--- config.mk ---
export PLATFORM = sky130hd
export DESIGN_NAME = nsf_dist_pipe
export DESIGN_NICKNAME = d
export VERILOG_FILES = /design/src/rtl/core/nucleation_spacing_filter_macros.svh /design/src/rtl/core/nsf_pkg.sv /design/src/rtl/core/nsf_dist_pipe.sv
export SDC_FILE = /design/constraint.sdc
export NUM_CORES = 2
export LEC_CHECK = 0
export BUFFER_PORTS_ARGS = -buffer_cell sky130_fd_sc_hd__buf_2
export CORE_UTILIZATION = 50
export CTS_CLUSTER_SIZE = 28
export DETAILED_ROUTE_END_ITERATION = 10
export PLACE_DENSITY_LB_ADDON = 0.2
export REMOVE_ABC_BUFFERS = 1
export SYNTH_ARGS = -nofsm -noshare
export SYNTH_HDL_FRONTEND = slang
export SYNTH_SLANG_ARGS = --single-unit
--- constraint.sdc ---
create_clock -name clk -period 9.1 [get_ports clk]
set_input_delay 0.91 -clock clk [delete_from_list [all_inputs] [get_ports clk]]
set_output_delay 0.91 -clock clk [all_outputs]
set_load 0.1 [all_outputs]
--- src/rtl/core/nucleation_spacing_filter_macros.svh ---
`ifndef NUCLEATION_SPACING_FILTER_MACROS_SVH
`define NUCLEATION_SPACING_FILTER_MACROS_SVH

// Same-cycle implication, reset masks the check.
`define NSF_ASSERT_NOW(label, clk, rst_n, ante, cons) \
    label: assert property (@(posedge clk) disable iff (!rst_n) (ante) |-> (cons)) \
        else $error("nucleation_spacing_filter: check failed");

// Next-cycle implication, reset masks the check.
`define NSF_ASSERT_NEXT(label, clk, rst_n, ante, cons) \
    label: assert property (@(posedge clk) disable iff (!rst_n) (ante) |=> (cons)) \
        else $error("nucleation_spacing_filter: check failed");

`endif

--- src/rtl/core/nsf_pkg.sv ---
package nsf_pkg;

    localparam int SQ_W       = 52;
    localparam int BASE_W     = 20;
    localparam int INDEX_W    = 21;
    localparam int DIM_W      = 2;
    localparam int CFG_DATA_W = 52;
    localparam int CFG_IDX_W  = 2;

    localparam logic [DIM_W-1:0] DIM_PLANAR = 2'd2;
    localparam logic [DIM_W-1:0] DIM_RESET  = 2'd3;

    typedef enum logic [CFG_IDX_W-1:0] {
        CFG_MIN_SEP        = 2'd0,
        CFG_SAME_PHASE_SEP = 2'd1,
        CFG_INDEX_BASE     = 2'd2,
        CFG_DIMENSIONS     = 2'd3
    } cfg_reg_t;

    typedef enum logic [1:0] {
        VERDICT_KEPT     = 2'd0,
        VERDICT_CONFLICT = 2'd1,
        VERDICT_FULL     = 2'd2
    } verdict_t;

    typedef enum logic [1:0] {
        ST_IDLE,
        ST_SCAN,
        ST_DRAIN,
        ST_FINISH
    } ctrl_state_t;

    // controller to distance pipeline
    typedef struct packed {
        logic issue;
        logic clear;
    } dp_ctl_t;

    // distance pipeline to controller
    typedef struct packed {
        logic busy;
        logic conflict;
    } dp_stat_t;

endpackage

--- src/rtl/core/nsf_dist_pipe.sv ---
module nsf_dist_pipe #(
    parameter int COORD_BITS = 24,
    parameter int PHASE_BITS = 8
) (
    input  logic                                     clk,
    input  logic                                     rst_n,
    input  nsf_pkg::dp_ctl_t                         dp_ctl,
    input  logic [3*COORD_BITS+PHASE_BITS-1:0]       rd_data,
    input  logic signed [COORD_BITS-1:0]             cand_x,
    input  logic signed [COORD_BITS-1:0]             cand_y,
    input  logic signed [COORD_BITS-1:0]             cand_z,
    input  logic [PHASE_BITS-1:0]                    cand_phase,
    input  logic                                     use_z,
    input  logic [nsf_pkg::SQ_W-1:0]                 min_sep_sq,
    input  logic [nsf_pkg::SQ_W-1:0]                 same_sep_sq,
    output nsf_pkg::dp_stat_t                        dp_stat
);

    import nsf_pkg::*;

    localparam int MW = COORD_BITS + 1;
    localparam int QW = 2 * MW;
    localparam int SW = QW + 2;
    localparam int CW = (SW > SQ_W) ? SW : SQ_W;

    logic signed [COORD_BITS-1:0] st_x;
    logic signed [COORD_BITS-1:0] st_y;
    logic signed [COORD_BITS-1:0] st_z;
    logic [PHASE_BITS-1:0]        st_phase;

    logic signed [MW-1:0] dx;
    logic signed [MW-1:0] dy;
    logic signed [MW-1:0] dz;

    logic          v_rd_reg;
    logic          v1_reg;
    logic          v2_reg;
    logic          conflict_reg;
    logic [MW-1:0] mx_reg;
    logic [MW-1:0] my_reg;
    logic [MW-1:0] mz_reg;
    logic          peq1_reg;
    logic [QW-1:0] sqx_reg;
    logic [QW-1:0] sqy_reg;
    logic [QW-1:0] sqz_reg;
    logic          peq2_reg;

    logic [SW-1:0] sum_sq;
    logic          hit;

    assign st_x     = rd_data[3*COORD_BITS+PHASE_BITS-1 -: COORD_BITS];
    assign st_y     = rd_data[2*COORD_BITS+PHASE_BITS-1 -: COORD_BITS];
    assign st_z     = rd_data[COORD_BITS+PHASE_BITS-1 -: COORD_BITS];
    assign st_phase = rd_data[PHASE_BITS-1:0];

    always_comb
    begin
        dx = MW'(cand_x) - MW'(st_x);
        dy = MW'(cand_y) - MW'(st_y);
        dz = MW'(cand_z) - MW'(st_z);
    end

    // squares of up to three terms never reach the top of SW, so no saturation
    always_comb
    begin
        sum_sq = SW'(sqx_reg) + SW'(sqy_reg) + SW'(sqz_reg);
        hit    = (CW'(sum_sq) < CW'(min_sep_sq)) ||
                 (peq2_reg && (CW'(sum_sq) < CW'(same_sep_sq)));
    end

    always_ff @(posedge clk or negedge rst_n)
    begin
        if (!rst_n)
        begin
            v_rd_reg     <= 1'b0;
            v1_reg       <= 1'b0;
            v2_reg       <= 1'b0;
            conflict_reg <= 1'b0;
        end
        else
        begin
            v_rd_reg <= dp_ctl.issue;
            v1_reg   <= v_rd_reg;
            v2_reg   <= v1_reg;
            if (dp_ctl.clear)
            begin
                conflict_reg <= 1'b0;
            end
            else if (v2_reg && hit)
            begin
                conflict_reg <= 1'b1;
            end
        end
    end

    always_ff @(posedge clk)
    begin
        mx_reg   <= dx[MW-1] ? $unsigned(-dx) : $unsigned(dx);
        my_reg   <= dy[MW-1] ? $unsigned(-dy) : $unsigned(dy);
        mz_reg   <= use_z ? (dz[MW-1] ? $unsigned(-dz) : $unsigned(dz)) : '0;
        peq1_reg <= (st_phase == cand_phase);
        sqx_reg  <= mx_reg * mx_reg;
        sqy_reg  <= my_reg * my_reg;
        sqz_reg  <= mz_reg * mz_reg;
        peq2_reg <= peq1_reg;
    end

    assign dp_stat.busy     = v_rd_reg || v1_reg || v2_reg;
    assign dp_stat.conflict = conflict_reg;

endmodule

# [Word level (Yosys, flattened, before mapping)]
# Index checks and enable logic that the tools add are counted.
[op_classes] addsub=8 multipliers=3 n_lt_le_gt_ge=2 eq_ne=1 muxes=5 reduce_logical=7
[op_table] op="25-bit by 25-bit multiplier with 50-bit output" count=3
[op_table] op="52-bit < comparator" count=2
[op_table] op="25-bit negator" count=3
[op_table] op="24-bit by 24-bit subtractor with 25-bit output" count=3
[op_table] op="24-bit 2-to-1 mux" count=3
[op_table] op="51-bit by 50-bit adder with 52-bit output" count=1
[op_table] op="50-bit by 50-bit adder with 51-bit output" count=1
[op_table] op="8-bit == test" count=1
[op_table] op="1-bit logical OR" count=3
[op_table] op="1-bit logical AND" count=2
[op_table] op="1-bit 2-to-1 mux" count=2
[op_table] op="2-bit AND reduction" count=1
[op_table] op="2-bit nonzero test" count=1
[totals] regBits=231 input_bits=269 out_inout_bits=2 elab_cells=41

# [Depth between registers and ports, before layout]
[logic_depth] depth_word=8 mapped_depth=31 ltp_nobuf=30

# [Worst setup path before layout]
# Ideal clock, no wire load.
[synth_path] kind="register to register" start="reg mx_reg[18]" end="reg sqx_reg[49]" setup_time_ns=0.072 arrival_ns=7.442 t_required_ns=9.028 slack_ns=1.585 stages_incl_launch_ff=30 n_path_buf=3 synth_period_minus_slack_ns=7.515 path_cell_list="dfxtp_1 > clkbuf_1 > clkbuf_1 > nand2_1 > fa_1 > inv_1 > fa_1 > inv_1 > fa_1 > fa_1 > inv_1 > fa_1 > fa_1 > inv_1 > fa_1 > inv_1 > ha_1 > clkbuf_1 > a21o_1 > a21o_1 > a21oi_1 > o21ai_0 > a2111oi_0 > a211oi_1 > a31o_2 > a2111oi_0 > nor3_1 > a221o_1 > a21oi_1 > xnor2_1"
[synth_between] elab_chain_len=1
[synth_rtl] element="start: declaration" line_no="nsf_dist_pipe.sv:39" source="logic [MW-1:0] mx_reg;"
[synth_rtl] element="start signal: assignment" line_no="nsf_dist_pipe.sv:98" source="mx_reg <= dx[MW-1] ? $unsigned(-dx) : $unsigned(dx);"
[synth_rtl] element="25-bit by 25-bit multiplier with 50-bit output" line_no="nsf_dist_pipe.sv:102" source="sqx_reg <= mx_reg * mx_reg;"
[synth_rtl] element="end signal: assignment" line_no="nsf_dist_pipe.sv:102"
[synth_rtl] element="end: declaration" line_no="nsf_dist_pipe.sv:43" source="logic [QW-1:0] sqx_reg;"
# Every way passes these cells.
# A chain may end at the register's enable or synchronous reset.

# [Final worst setup path]
[layout_path] start="reg my_reg[5]" end="reg sqy_reg[48]"
[layout_between] elab_chain_len=1
[layout_rtl] element="start: declaration" line_no="nsf_dist_pipe.sv:40" source="logic [MW-1:0] my_reg;"
[layout_rtl] element="start signal: assignment" line_no="nsf_dist_pipe.sv:99" source="my_reg <= dy[MW-1] ? $unsigned(-dy) : $unsigned(dy);"
[layout_rtl] element="25-bit by 25-bit multiplier with 50-bit output" line_no="nsf_dist_pipe.sv:103" source="sqy_reg <= my_reg * my_reg;"
[layout_rtl] element="end signal: assignment" line_no="nsf_dist_pipe.sv:103"
[layout_rtl] element="end: declaration" line_no="nsf_dist_pipe.sv:44" source="logic [QW-1:0] sqy_reg;"
# Every way passes these cells.

==> metrics.md <==
| Metric | Value |
|---|---|
| CTS max path bufs | `3` |
| Largest net degree at the start of global routing | `29` |
| Global Route Usage Sum | `25.39%` |
| Final period util | `90.80%` |
| Synth Register Bits | `about 230` |
| Post-DRT Antenna Nets | `0` |
| Post-CTS Setup Repair Bufs | `0` |
| Worst EP arrival | `8.82 ns` |
| Clock Skew | `0.02242 ns` |
| Inserted Clock Buffers | `30` |
| Status | `finished, final reports clean` |
| Synthesis-to-finish area growth | `6.647%` |
| Htree depth | `1` |
| Async S/R FF share, synth | `under 10%` |
| CP Max Fanout | `15` |
| Resized cells post-CTS | `0` |
| Final worst path period need | `8.263 ns` |
| RSZ-0062 raised after global routing | `false` |
| Post-synth EDFFs | `0` |
| Hold Path Class | `in2async` |
| Residual DRC | `0` |
| CTS root buf | `clkbuf_16` |
| HPWL Detailed | `150400 um` |
| Final Hold Viols | `0` |
| First-pass GRT wire length | `282500 um` |
| # diodes | `0` |
| Fmax | `121.0 MHz` |
| Die footprint | `0.1400 mm2` |
| Share of post-route cells with drive strength above 1 | `5.806%` |
| Final setup vio count | `0` |
| GRT overflow | `0` |
| Layout Nets | `10440` |
| Clk slew on worst S/H paths | `0.07 ns` |
| CTS Hold Buffers Added | `0` |
| Num rows | `136` |
| Vias in the first global route | `between 50000 and 60000` |
| Initial Util | `approximately half` |
| # Max-Cap Violations | `0` |
| Worst slew margin | `22.89%` |
| Vias | `50320` |
| Post-Syn Area | `0.06924 mm2` |
| CTS tree | `yes` |
| Skew-Pair Late Insertion Delay | `0.63 ns` |
| Ys flop type | `dfxtp_1` |
| Final Slew Violations | `0` |
| Input/output buffers | `270` |
| Syn Area/Cell | `8.954 um2` |
| Number of vias per cell | `just over 5` |
| Sequential-to-total area share from yosys stat | `6.621%` |
| Die height | `374.1 um` |
| Setup CP Type | `reg2reg` |
| Crit. End Element | `flop` |
| IO Pins | `~270` |
| YS warnings | `0` |
| Setup_tns | `0 ns` |
| Die X-Extent | `374.1 um` |
| Initial antenna violation count | `4` |
| Routed length per instance | `~18 um` |
| Drt pass-1 iters | `6` |
| Core ar. | `around 0.14 mm2` |
| Gate Count Post-Synth | `7732` |
| Total Routed Length | `172500 um` |
| Routability cong. | `0.9179` |
| Clock sinks | `around 230` |
| Count of different cell masters after synthesis | `90` |
| Starting DRT DRC Count | `2733` |
| Least-Margin Pin Slew | `1.155 ns` |
| Worst setup SP type | `flop` |
| Worst EP required | `9.65 ns` |
## critical path, cell delays in order (launching register included)
cell and delay (ns):
dfxtp_1 0.75, buf_4 0.37, and2_1 0.24, fa_1 0.45, fa_1 0.50, inv_1 0.06, fa_1 0.51, fa_1 0.52
inv_1 0.05, fa_1 0.49, fa_1 0.49, inv_1 0.05, fa_1 0.54, inv_1 0.06, ha_1 0.33, a21o_1 0.18
a21oi_1 0.20, nand2_1 0.12, o311ai_1 0.57, nand2_1 0.16, o211ai_1 0.45, o21ai_1 0.17, a31oi_1 0.30, o21ai_1 0.13
a221oi_1 0.34, xnor2_1 0.15
## synthesized netlist by cell type (5+ instances only)
master	instances	share of area, %
a2111oi_0	8	0.10
a211oi_1	15	0.16
a21boi_0	9	0.098
a21o_1	173	1.9
a21oi_1	299	2.2
a221o_1	8	0.12
a221oi_1	9	0.11
a31o_2	6	0.076
a31oi_1	36	0.33
a41oi_1	6	0.076
and2_1	387	3.5
and3_1	31	0.28
and4_1	7	0.089
clkbuf_1	190	1.0
dfxtp_1	224	6.5
fa_1	1451	42
ha_1	785	14
inv_1	2237	12
nand2_1	621	3.4
nand2b_1	40	0.36
nand3_1	62	0.45
nand4_1	45	0.41
nor2_1	234	1.3
nor2b_1	45	0.41
nor3_1	39	0.28
nor3b_1	7	0.076
nor4_1	13	0.12
nor4b_1	6	0.076
o211ai_1	15	0.16
o21a_1	37	0.40
o21ai_0	146	1.1
o21ai_1	5	0.036
o21bai_1	48	0.52
o31a_1	7	0.089
o31ai_1	14	0.15
o41ai_1	5	0.063
or2_2	11	0.099
or3_1	12	0.11
xnor2_1	230	2.9
xor2_1	115	1.5
## logic make-up after synthesis
logic type / synth area share (%)
buf+inv: 13.24
fa+ha+maj: 56.14
simple gates: 11.18
compound gates: 8.318
xor+xnor: 4.364
flops: 6.621
mux: 0.1229
other cells: 0.01085
## final timing paths
check                           startpoint           end  cells past startpoint  slack (ns)
max in group asynchronous            rst_n  conflict_reg                      1        8.89
worst min register to register    peq1_reg      peq2_reg                      0        0.33
worst min-delay path                 rst_n      v_rd_reg                      1        0.08
min in group clk                  peq1_reg      peq2_reg                      0        0.33
worst max-delay path             my_reg[5]   sqy_reg[48]                     25        0.84
worst max register to register   my_reg[5]   sqy_reg[48]                     25        0.84
## per-stage QoR
stage | setup slack (ns) | instances | hold slack, ns | util, % | cell area [um2]
4_1_cts | 0.8929 | 9751 | 0.03409 | 53.70 | 73840
3_5_place_dp | 0.9343 | 9695 | 0.3203 | 52.96 | 72810
6_report | 0.8368 | 9751 | 0.08199 | 53.70 | 73840
5_1_grt | 0.4534 | 9751 | 0.05228 | 53.70 | 73840
3_3_place_gp | 1.064 | 9695 | 0.3131 | 52.96 | 72810
2_1_floorplan | 1.835 | 7535 | 0.3096 | - | 68480
## cell type report
class	instances	area [um2]
fill	12810	63650
multi-input combinational	5066	55490
inverter	2241	8412
sequential	228	4584
tap	1794	2245
timing repair buffer	366	2085
clock buffer	35	799.5
clock inverter	21	225.2
## cells in the final DEF, fill, tap and decap left out, types with 173 or more instances in the layout
master / synthesis / final
nor2_1: 234 / 234
a21oi_1: 299 / 299
fa_1: 1451 / 1451
inv_1: 2237 / 2237
xnor2_1: 230 / 230
nand2_1: 621 / 621
dfxtp_1: 224 / 224
a21o_1: 173 / 173
and2_1: 387 / 387
buf_2: 4 / 270
ha_1: 785 / 785
## routing by layer
metal  global-route usage (%)  up-vias  wire length (um)
met2                    43.56     1355             83640
li1                         -    23590                 -
met4                    5.606        2              3830
met1                    34.81    25160             75770
met3                    2.294      215              9219
met5                        0        -                13
Power is left out: the tool's default activity adds up to more than one toggle a clock period on the data nets, which glitch-free logic cannot reach.
