<file path="src/rtl/core/nucleation_spacing_filter_macros.svh">
`ifndef NUCLEATION_SPACING_FILTER_MACROS_SVH
`define NUCLEATION_SPACING_FILTER_MACROS_SVH

// Same-cycle implication, reset masks the check.
`define NSF_ASSERT_NOW(label, clk, rst_n, ante, cons) \
    label: assert property (@(posedge clk) disable iff (!rst_n) (ante) |-> (cons)) \
        else $error("nucleation_spacing_filter: check failed");

// Next-cycle implication, reset masks the check.
`define NSF_ASSERT_NEXT(label, clk, rst_n, ante, cons) \
    label: assert property (@(posedge clk) disable iff (!rst_n) (ante) |=> (cons)) \
        else $error("nucleation_spacing_filter: check failed");

`endif

</file>
<file path="src/rtl/core/nsf_pkg.sv">
package nsf_pkg;

    localparam int SQ_W       = 52;
    localparam int BASE_W     = 20;
    localparam int INDEX_W    = 21;
    localparam int DIM_W      = 2;
    localparam int CFG_DATA_W = 52;
    localparam int CFG_IDX_W  = 2;

    localparam logic [DIM_W-1:0] DIM_PLANAR = 2'd2;
    localparam logic [DIM_W-1:0] DIM_RESET  = 2'd3;

    typedef enum logic [CFG_IDX_W-1:0] {
        CFG_MIN_SEP        = 2'd0,
        CFG_SAME_PHASE_SEP = 2'd1,
        CFG_INDEX_BASE     = 2'd2,
        CFG_DIMENSIONS     = 2'd3
    } cfg_reg_t;

    typedef enum logic [1:0] {
        VERDICT_KEPT     = 2'd0,
        VERDICT_CONFLICT = 2'd1,
        VERDICT_FULL     = 2'd2
    } verdict_t;

    typedef enum logic [1:0] {
        ST_IDLE,
        ST_SCAN,
        ST_DRAIN,
        ST_FINISH
    } ctrl_state_t;

    // controller to distance pipeline
    typedef struct packed {
        logic issue;
        logic clear;
    } dp_ctl_t;

    // distance pipeline to controller
    typedef struct packed {
        logic busy;
        logic conflict;
    } dp_stat_t;

endpackage

</file>
<file path="src/rtl/core/nsf_ctrl.sv">
module nsf_ctrl #(
    parameter int MAX_CANDIDATES = 256
) (
    input  logic                                 clk,
    input  logic                                 rst_n,
    input  logic                                 start,
    input  logic                                 start_list,
    input  logic [nsf_pkg::BASE_W-1:0]           index_base,
    input  nsf_pkg::dp_stat_t                    dp_stat,
    output nsf_pkg::dp_ctl_t                     dp_ctl,
    output logic                                 busy,
    output logic [$clog2(MAX_CANDIDATES)-1:0]    rd_addr,
    output logic                                 wr_en,
    output logic [$clog2(MAX_CANDIDATES)-1:0]    wr_addr,
    output logic                                 done,
    output nsf_pkg::verdict_t                    verdict,
    output logic [nsf_pkg::INDEX_W-1:0]          assigned_index
);

    import nsf_pkg::*;

    localparam int ADDR_W = $clog2(MAX_CANDIDATES);
    localparam int CNT_W  = $clog2(MAX_CANDIDATES + 1);

    ctrl_state_t state_reg;
    ctrl_state_t state_next;

    logic [CNT_W-1:0]   attempt_reg;
    logic [CNT_W-1:0]   kept_reg;
    logic [CNT_W-1:0]   ptr_reg;
    logic               done_reg;
    verdict_t           verdict_reg;
    logic [INDEX_W-1:0] index_reg;

    logic accept;
    logic full;
    logic scan_more;
    logic finish;

    assign accept    = start && (state_reg == ST_IDLE);
    assign full      = (attempt_reg == CNT_W'(MAX_CANDIDATES));
    assign scan_more = (ptr_reg < attempt_reg);

    always_comb
    begin
        state_next = state_reg;
        case (state_reg)
            ST_IDLE:
            begin
                if (accept)
                begin
                    state_next = ST_SCAN;
                end
            end
            ST_SCAN:
            begin
                if (full)
                begin
                    state_next = ST_FINISH;
                end
                else if (!scan_more)
                begin
                    state_next = ST_DRAIN;
                end
            end
            ST_DRAIN:
            begin
                if (!dp_stat.busy)
                begin
                    state_next = ST_FINISH;
                end
            end
            ST_FINISH:
            begin
                state_next = ST_IDLE;
            end
            default:
            begin
                state_next = ST_IDLE;
            end
        endcase
    end

    always_comb
    begin
        busy         = 1'b1;
        dp_ctl.issue = 1'b0;
        dp_ctl.clear = accept;
        wr_en        = 1'b0;
        finish       = 1'b0;
        case (state_reg)
            ST_IDLE:
            begin
                busy = 1'b0;
            end
            ST_SCAN:
            begin
                dp_ctl.issue = !full && scan_more;
            end
            ST_DRAIN:
            begin
                busy = 1'b1;
            end
            ST_FINISH:
            begin
                wr_en  = !full;
                finish = 1'b1;
            end
            default:
            begin
                busy = 1'b1;
            end
        endcase
    end

    assign rd_addr = ptr_reg[ADDR_W-1:0];
    assign wr_addr = attempt_reg[ADDR_W-1:0];

    always_ff @(posedge clk or negedge rst_n)
    begin
        if (!rst_n)
        begin
            state_reg   <= ST_IDLE;
            attempt_reg <= '0;
            kept_reg    <= '0;
            ptr_reg     <= '0;
            done_reg    <= 1'b0;
        end
        else
        begin
            state_reg <= state_next;
            done_reg  <= finish;
            if (accept)
            begin
                ptr_reg <= '0;
                if (start_list)
                begin
                    attempt_reg <= '0;
                    kept_reg    <= '0;
                end
            end
            else if (dp_ctl.issue)
            begin
                ptr_reg <= ptr_reg + 1'b1;
            end
            else if (finish && !full)
            begin
                attempt_reg <= attempt_reg + 1'b1;
                if (!dp_stat.conflict)
                begin
                    kept_reg <= kept_reg + 1'b1;
                end
            end
        end
    end

    always_ff @(posedge clk)
    begin
        if (finish)
        begin
            if (full)
            begin
                verdict_reg <= VERDICT_FULL;
                index_reg   <= '0;
            end
            else if (dp_stat.conflict)
            begin
                verdict_reg <= VERDICT_CONFLICT;
                index_reg   <= '0;
            end
            else
            begin
                verdict_reg <= VERDICT_KEPT;
                index_reg   <= INDEX_W'(index_base) + INDEX_W'(kept_reg);
            end
        end
    end

    assign done           = done_reg;
    assign verdict        = verdict_reg;
    assign assigned_index = index_reg;

endmodule
</file>
<file path="config.mk">
export PLATFORM = sky130hd
export DESIGN_NAME = nsf_ctrl
export DESIGN_NICKNAME = d
export VERILOG_FILES = /design/src/rtl/core/nucleation_spacing_filter_macros.svh /design/src/rtl/core/nsf_pkg.sv /design/src/rtl/core/nsf_ctrl.sv
export SDC_FILE = /design/constraint.sdc
export NUM_CORES = 1
export LEC_CHECK = 0
export BUFFER_PORTS_ARGS = -buffer_cell sky130_fd_sc_hd__buf_2
export CAP_MARGIN = 10
export CORE_ASPECT_RATIO = 1.5
export CORE_MARGIN = 1
export CORE_UTILIZATION = 55
export DETAILED_ROUTE_END_ITERATION = 10
export PLACE_DENSITY = 0.8
export RECOVER_POWER = 100
export SKIP_LAST_GASP = 1
export SYNTH_ARGS = -nofsm -noshare
export SYNTH_HDL_FRONTEND = slang
export SYNTH_SLANG_ARGS = --single-unit
</file>
<file path="constraint.sdc">
create_clock -name clk -period 3.14 [get_ports clk]
set_input_delay 0.942 -clock clk [delete_from_list [all_inputs] [get_ports clk]]
set_output_delay 0.942 -clock clk [all_outputs]
set_load 0.05 [all_outputs]
</file>
**Word-level counts from Yosys, hierarchy flattened**

Index checks and enable logic that the tools add are counted.

- Mux-type cells: 20
- $add $sub $neg: 4
- $lt $le $gt $ge: 1
- Equal/unequal tests: 10
- Reductions and logical operators: 11

Operators by type and width:

| kind | count |
|---|---|
| 9-bit 2-to-1 mux | 10 |
| 9-bit by 1-bit adder with 9-bit output, second input constant | 3 |
| 20-bit by 9-bit adder with 21-bit output | 1 |
| 9-bit == test, second input constant | 1 |
| 9-bit < comparator | 1 |
| 2-bit 2-to-1 mux | 4 |
| 2-bit one-hot mux with 4 select lines | 1 |
| 2-bit inequality test, second input constant | 3 |
| 3-bit AND reduction | 2 |
| 1-bit 2-to-1 mux | 5 |
| 2-bit == test, second input constant | 2 |
| 2-bit by 1-bit inequality test with 1-bit output, second input constant | 2 |
| 4-bit AND reduction | 1 |
| 2-bit nonzero test | 2 |
| 1-bit logical AND | 3 |
| 3-bit inequality test, second input constant | 1 |
| 2-bit by 1-bit == test with 1-bit output, second input constant | 1 |
| 2-bit zero test | 1 |
| 2-bit OR reduction | 1 |
| 1-bit zero test | 1 |

- Bits of input ports: 26
- Register bits: 53
- Output and inout bits: 44

**Longest topological paths before layout**

- Depth in word-level cells: 6
- Depth in mapped cells: 9
- Depth with buffers taken out: 8

**Worst setup path before layout**

No wires, ideal clock.

- Kind: input port to flip-flop
- Start: input port index_base[0] in the netlist's numbering
- End: register index_reg[12] (netlist: assigned_index[12]), data pin
- Required time: 2.883 ns
- Arrival: 2.696 ns
- Setup slack: 0.188 ns
- Library setup time: 0.257 ns
- Cell stages on the path: 8
- Path through: ha_1 > fa_1 > a21o_1 > a221o_1 > o41a_1 > nand4_1 > xor2_1 > nor2_1

- Longest elaborated chain between the ends: 1

Ends and longest elaborated chain:

| item | line | source |
|---|---|---|
| start: declaration | nsf_ctrl.sv:8 | `input logic [nsf_pkg::BASE_W-1:0] index_base,` |
| 20-bit by 9-bit adder with 21-bit output | nsf_ctrl.sv:174 | `index_reg <= INDEX_W'(index_base) + INDEX_W'(kept_reg);` |
| end signal: assignment | nsf_ctrl.sv:174 |  |
| end: declaration | nsf_ctrl.sv:33 | `logic [INDEX_W-1:0] index_reg;` |

Every way passes these cells.
A chain may end at the register's enable or synchronous reset.

**Final worst setup path**

- Start: register attempt_reg[1]
- End: output port wr_en

- Longest elaborated chain between the ends: 3

Ends and longest elaborated chain:

| item | line | source |
|---|---|---|
| start: declaration | nsf_ctrl.sv:28 | `logic [CNT_W-1:0] attempt_reg;` |
| start signal: assignment | nsf_ctrl.sv:148 | `attempt_reg <= attempt_reg + 1'b1;` |
| 9-bit == test | nsf_ctrl.sv:41 | `assign full = (attempt_reg == CNT_W'(MAX_CANDIDATES));` |
| 1-bit zero test | nsf_ctrl.sv:106 | `wr_en = !full;` |
| 1-bit 2-to-1 mux | nsf_ctrl.sv:91 | `case (state_reg)` |
| end: declaration | nsf_ctrl.sv:13 | `output logic wr_en,` |

Every way passes these cells.

==> results.json <==
{
  "synth_edf_count": 23,
  "yosys_warnings": 0,
  "cts_hold_buf": 0,
  "period_share": 0.954,
  "drcViolationCount": 0,
  "clockBufferDepth": 2,
  "h-tree-depth": 2,
  "arrival_ns": 2.05,
  "port_buffers": 69,
  "dpl.cell_count": 465,
  "ff2ff_setup_slack_ns": 0.21,
  "yosysSeqAreaShare": 0.428,
  "fin_nets": 454,
  "synth_top_area_cell": "dfrtp_1",
  "overflow": 0,
  "clock_latency_ns": 0.31,
  "hpwl_um": 5280,
  "die_h_um": 97.8,
  "grt_antenna_before_repair": 0,
  "synth_area_per_cell_um2": 9.96,
  "setup-tns-final_ns": 0,
  "synthArstFlopShare": 0.566,
  "hp-class": "reg2reg",
  "pre_cts_ws_ns": -0.0985,
  "routed_wl_um": 7000,
  "hold_viol_final": 0,
  "clkTransAtPathRegs_ns": 0.10,
  "slew_headroom": -0.107,
  "tightestPinTransition_ns": 1.66,
  "r2r-end": "attempt_reg[3]",
  "crit_chain": "inv_1 -> ha_1 -> or4bb_4 -> o21ai_0 -> inv_1 -> buf_2",
  "drt_first_pass_iters": 4,
  "numCtsBuffers": 5,
  "place_congestion": 0.908,
  "max_freq_mhz": 334,
  "postRouteAntennaNets": 0,
  "synth_nets": 391,
  "grt_max_degree": 31,
  "dieArea_um2": 6440,
  "start_util": 0.573,
  "synth_area_um2": 3370,
  "drive_above_1_share": 0.127,
  "path_delay_family": "simple AND/OR/NAND/NOR gates",
  "min_period_ns": 2.99,
  "cp-end-kind": "output port",
  "cap_violations": 1,
  "crit_required_ns": 2.20,
  "violations": "max-capacitance violations, max-slew violations",
  "slowest_stage": "or4bb_4",
  "cp_num_buf_inv": 3,
  "largest_reg_flops": 21,
  "synthFlopType": "dfrtp_1",
  "rr_startpoint": "attempt_reg[1]",
  "synthCells": 338,
  "drt_iter0_drc": 120,
  "io_pins": 70,
  "setup_viol": 0,
  "r2r_cells": 9,
  "synth_top_area_frac": 0.223,
  "irDropWorstVdd_uv": 836,
  "worstSetupPathType": "reg2out",
  "setup_slack_ns": 0.145,
  "clock-sinks": 53,
  "critPathMaxFanout": 2,
  "hold_depth": 1,
  "viasPerCell": 5.59,
  "finalClockSkew_ns": 0.00979,
  "route.vias.total": 2651,
  "crit_top_cell": "inv_1",
  "grt_pass1_vias": 2612,
  "power_leakage_nw": 1.66,
  "min_to": "kept_reg[8]",
  "slew_viol_final": 31,
  "final_util": 0.637,
  "cts_root_buffer": "clkbuf_8",
  "power_w": 0.00295,
  "grt_pass1_wl_um": 11800,
  "status": "complete, but fails checks",
  "rsz0062_at_grt": "no",
  "max_stage_delay_ns": 0.57,
  "startpoint_type": "flop",
  "coreArea_um2": 5870,
  "synth_cell_types": 48,
  "worstHoldStart": "kept_reg[8]",
  "synth_seq_cells": 53,
  "synthToLayoutAreaGrowth_pct": 11.1,
  "antennaDiodeCount": 0,
  "powerDensity_nw_per_um2": 789,
  "grt_use_total": 0.237,
  "wire_per_inst_um": 14.8,
  "die_width_um": 65.9,
  "layoutNonFillerInstCount": 474,
  "cts_tree": "yes",
  "synthTopCellsByArea": "dfrtp_1 (22%), edfxtp_1 (21%), ha_1 (9.7%)",
  "num_rows": 34
}
## layer usage
layer / GRT usage / vias to the layer above / part of all wire
li1: - / 1313 / -
met1: 0.277 / 1253 / 0.39
met2: 0.421 / 75 / 0.54
met3: 0.0374 / 10 / 0.052
met4: 0.0903 / 0 / 0.020
met5: 0 / - / 0
## Yosys cell counts, types with 7 or more instances
| cell type | n |
|---|---|
| nor2_1 | 39 |
| nand2_1 | 31 |
| dfrtp_1 | 30 |
| ha_1 | 26 |
| edfxtp_1 | 23 |
| xor2_1 | 20 |
| buf_4 | 17 |
| a21oi_1 | 14 |
| inv_1 | 14 |
| nand3_1 | 13 |
| mux2i_1 | 11 |
| nand4_1 | 11 |
| a21o_1 | 7 |
## area by class of cell
cell class	count	area [µm²]
Clock inverter	3	21.3
Fill cell	518	2130
Timing Repair Buffer	81	380
Tap cell	72	90.1
Multi-Input combinational cell	245	1680
Sequential cell	53	1440
Clock buffer	5	68.8
Inverter	15	56.3
## power by group
part | total (W) | switching [W] | leakage (nW) | internal, W
logic | 0.00153 | 0.00111 | 0.995 | 0.000417
registers | 0.00103 | 0.000113 | 0.624 | 0.000915
clock network | 0.000392 | 0.000233 | 0.0445 | 0.000159
total | 0.00295 | 0.00146 | 1.66 | 0.00149
## worst reg2reg max path, stage by stage, from the launching register on
cell and delay (ns):
dfrtp_1 0.40, inv_1 0.09, ha_1 0.14, or4bb_4 0.57, nor2_8 0.14, nor4b_2 0.07
clkbuf_1 0.27, a211oi_1 0.83, nand2b_1 0.15, mux2i_1 0.15
## stage by stage
stage / hold WS [ns] / cell area (µm²)
global route: 0.512 / 3740
finish: 0.508 / 3740
CTS: 0.510 / 3820
global placement: 0.480 / 3710
detailed placement: 0.494 / 3710
floorplan: 0.455 / 3370
## cell families after synthesis
logic type,count (synthesis),synth area share
simple gates,126,0.190
flops,53,0.428
xor+xnor,24,0.0625
mux,12,0.0361
fa+ha+maj,27,0.103
buf+inv,40,0.0669
compound gates,56,0.114
## placed cells by master (no fill, tap or decap), types with 2 or more instances in the layout
cell and n:
clkbuf_8 5, inv_1 14, nor3_1 4, a21o_1 7, nand2b_1 3, nand2_1 31
and2_1 4, clkbuf_1 45, or2_2 2, a211oi_1 6, buf_4 10, a31oi_1 5
nor2_1 39, and4_1 4, nand4_1 11, nand3_1 13, mux2i_1 11, a21oi_1 15
edfxtp_1 23, and3_1 6, o21ai_1 2, o31ai_1 2, xnor2_1 4, ha_1 26
o21a_1 2, xor2_1 20, dfrtp_1 30, buf_2 25, o21ai_0 9
## worst max-delay path by stage
stage,cells past startpoint,endpoint,slack [ns],startpoint
6_report,6,wr_en,0.15,attempt_reg[1]
5_1_grt,9,attempt_reg[5],0.03,attempt_reg[1]
4_1_cts,7,dp_ctl[1],0.02,attempt_reg[1]
3_5_place_dp,9,assigned_index[18],-0.1,index_base[0]
3_3_place_gp,9,assigned_index[12],-0.04,index_base[0]
2_1_floorplan,8,assigned_index[12],0.19,index_base[0]
## timing repair
item / in CTS / in global routing
hold endpoints to repair: 0 / 0
buffers inserted: 1 / 0
pin swaps: 0 / 1
setup endpoints to repair: 1 / 1
gates resized for setup: 2 / 2
gates cloned: 0 / 0
(Power assumes the default switching activity.)
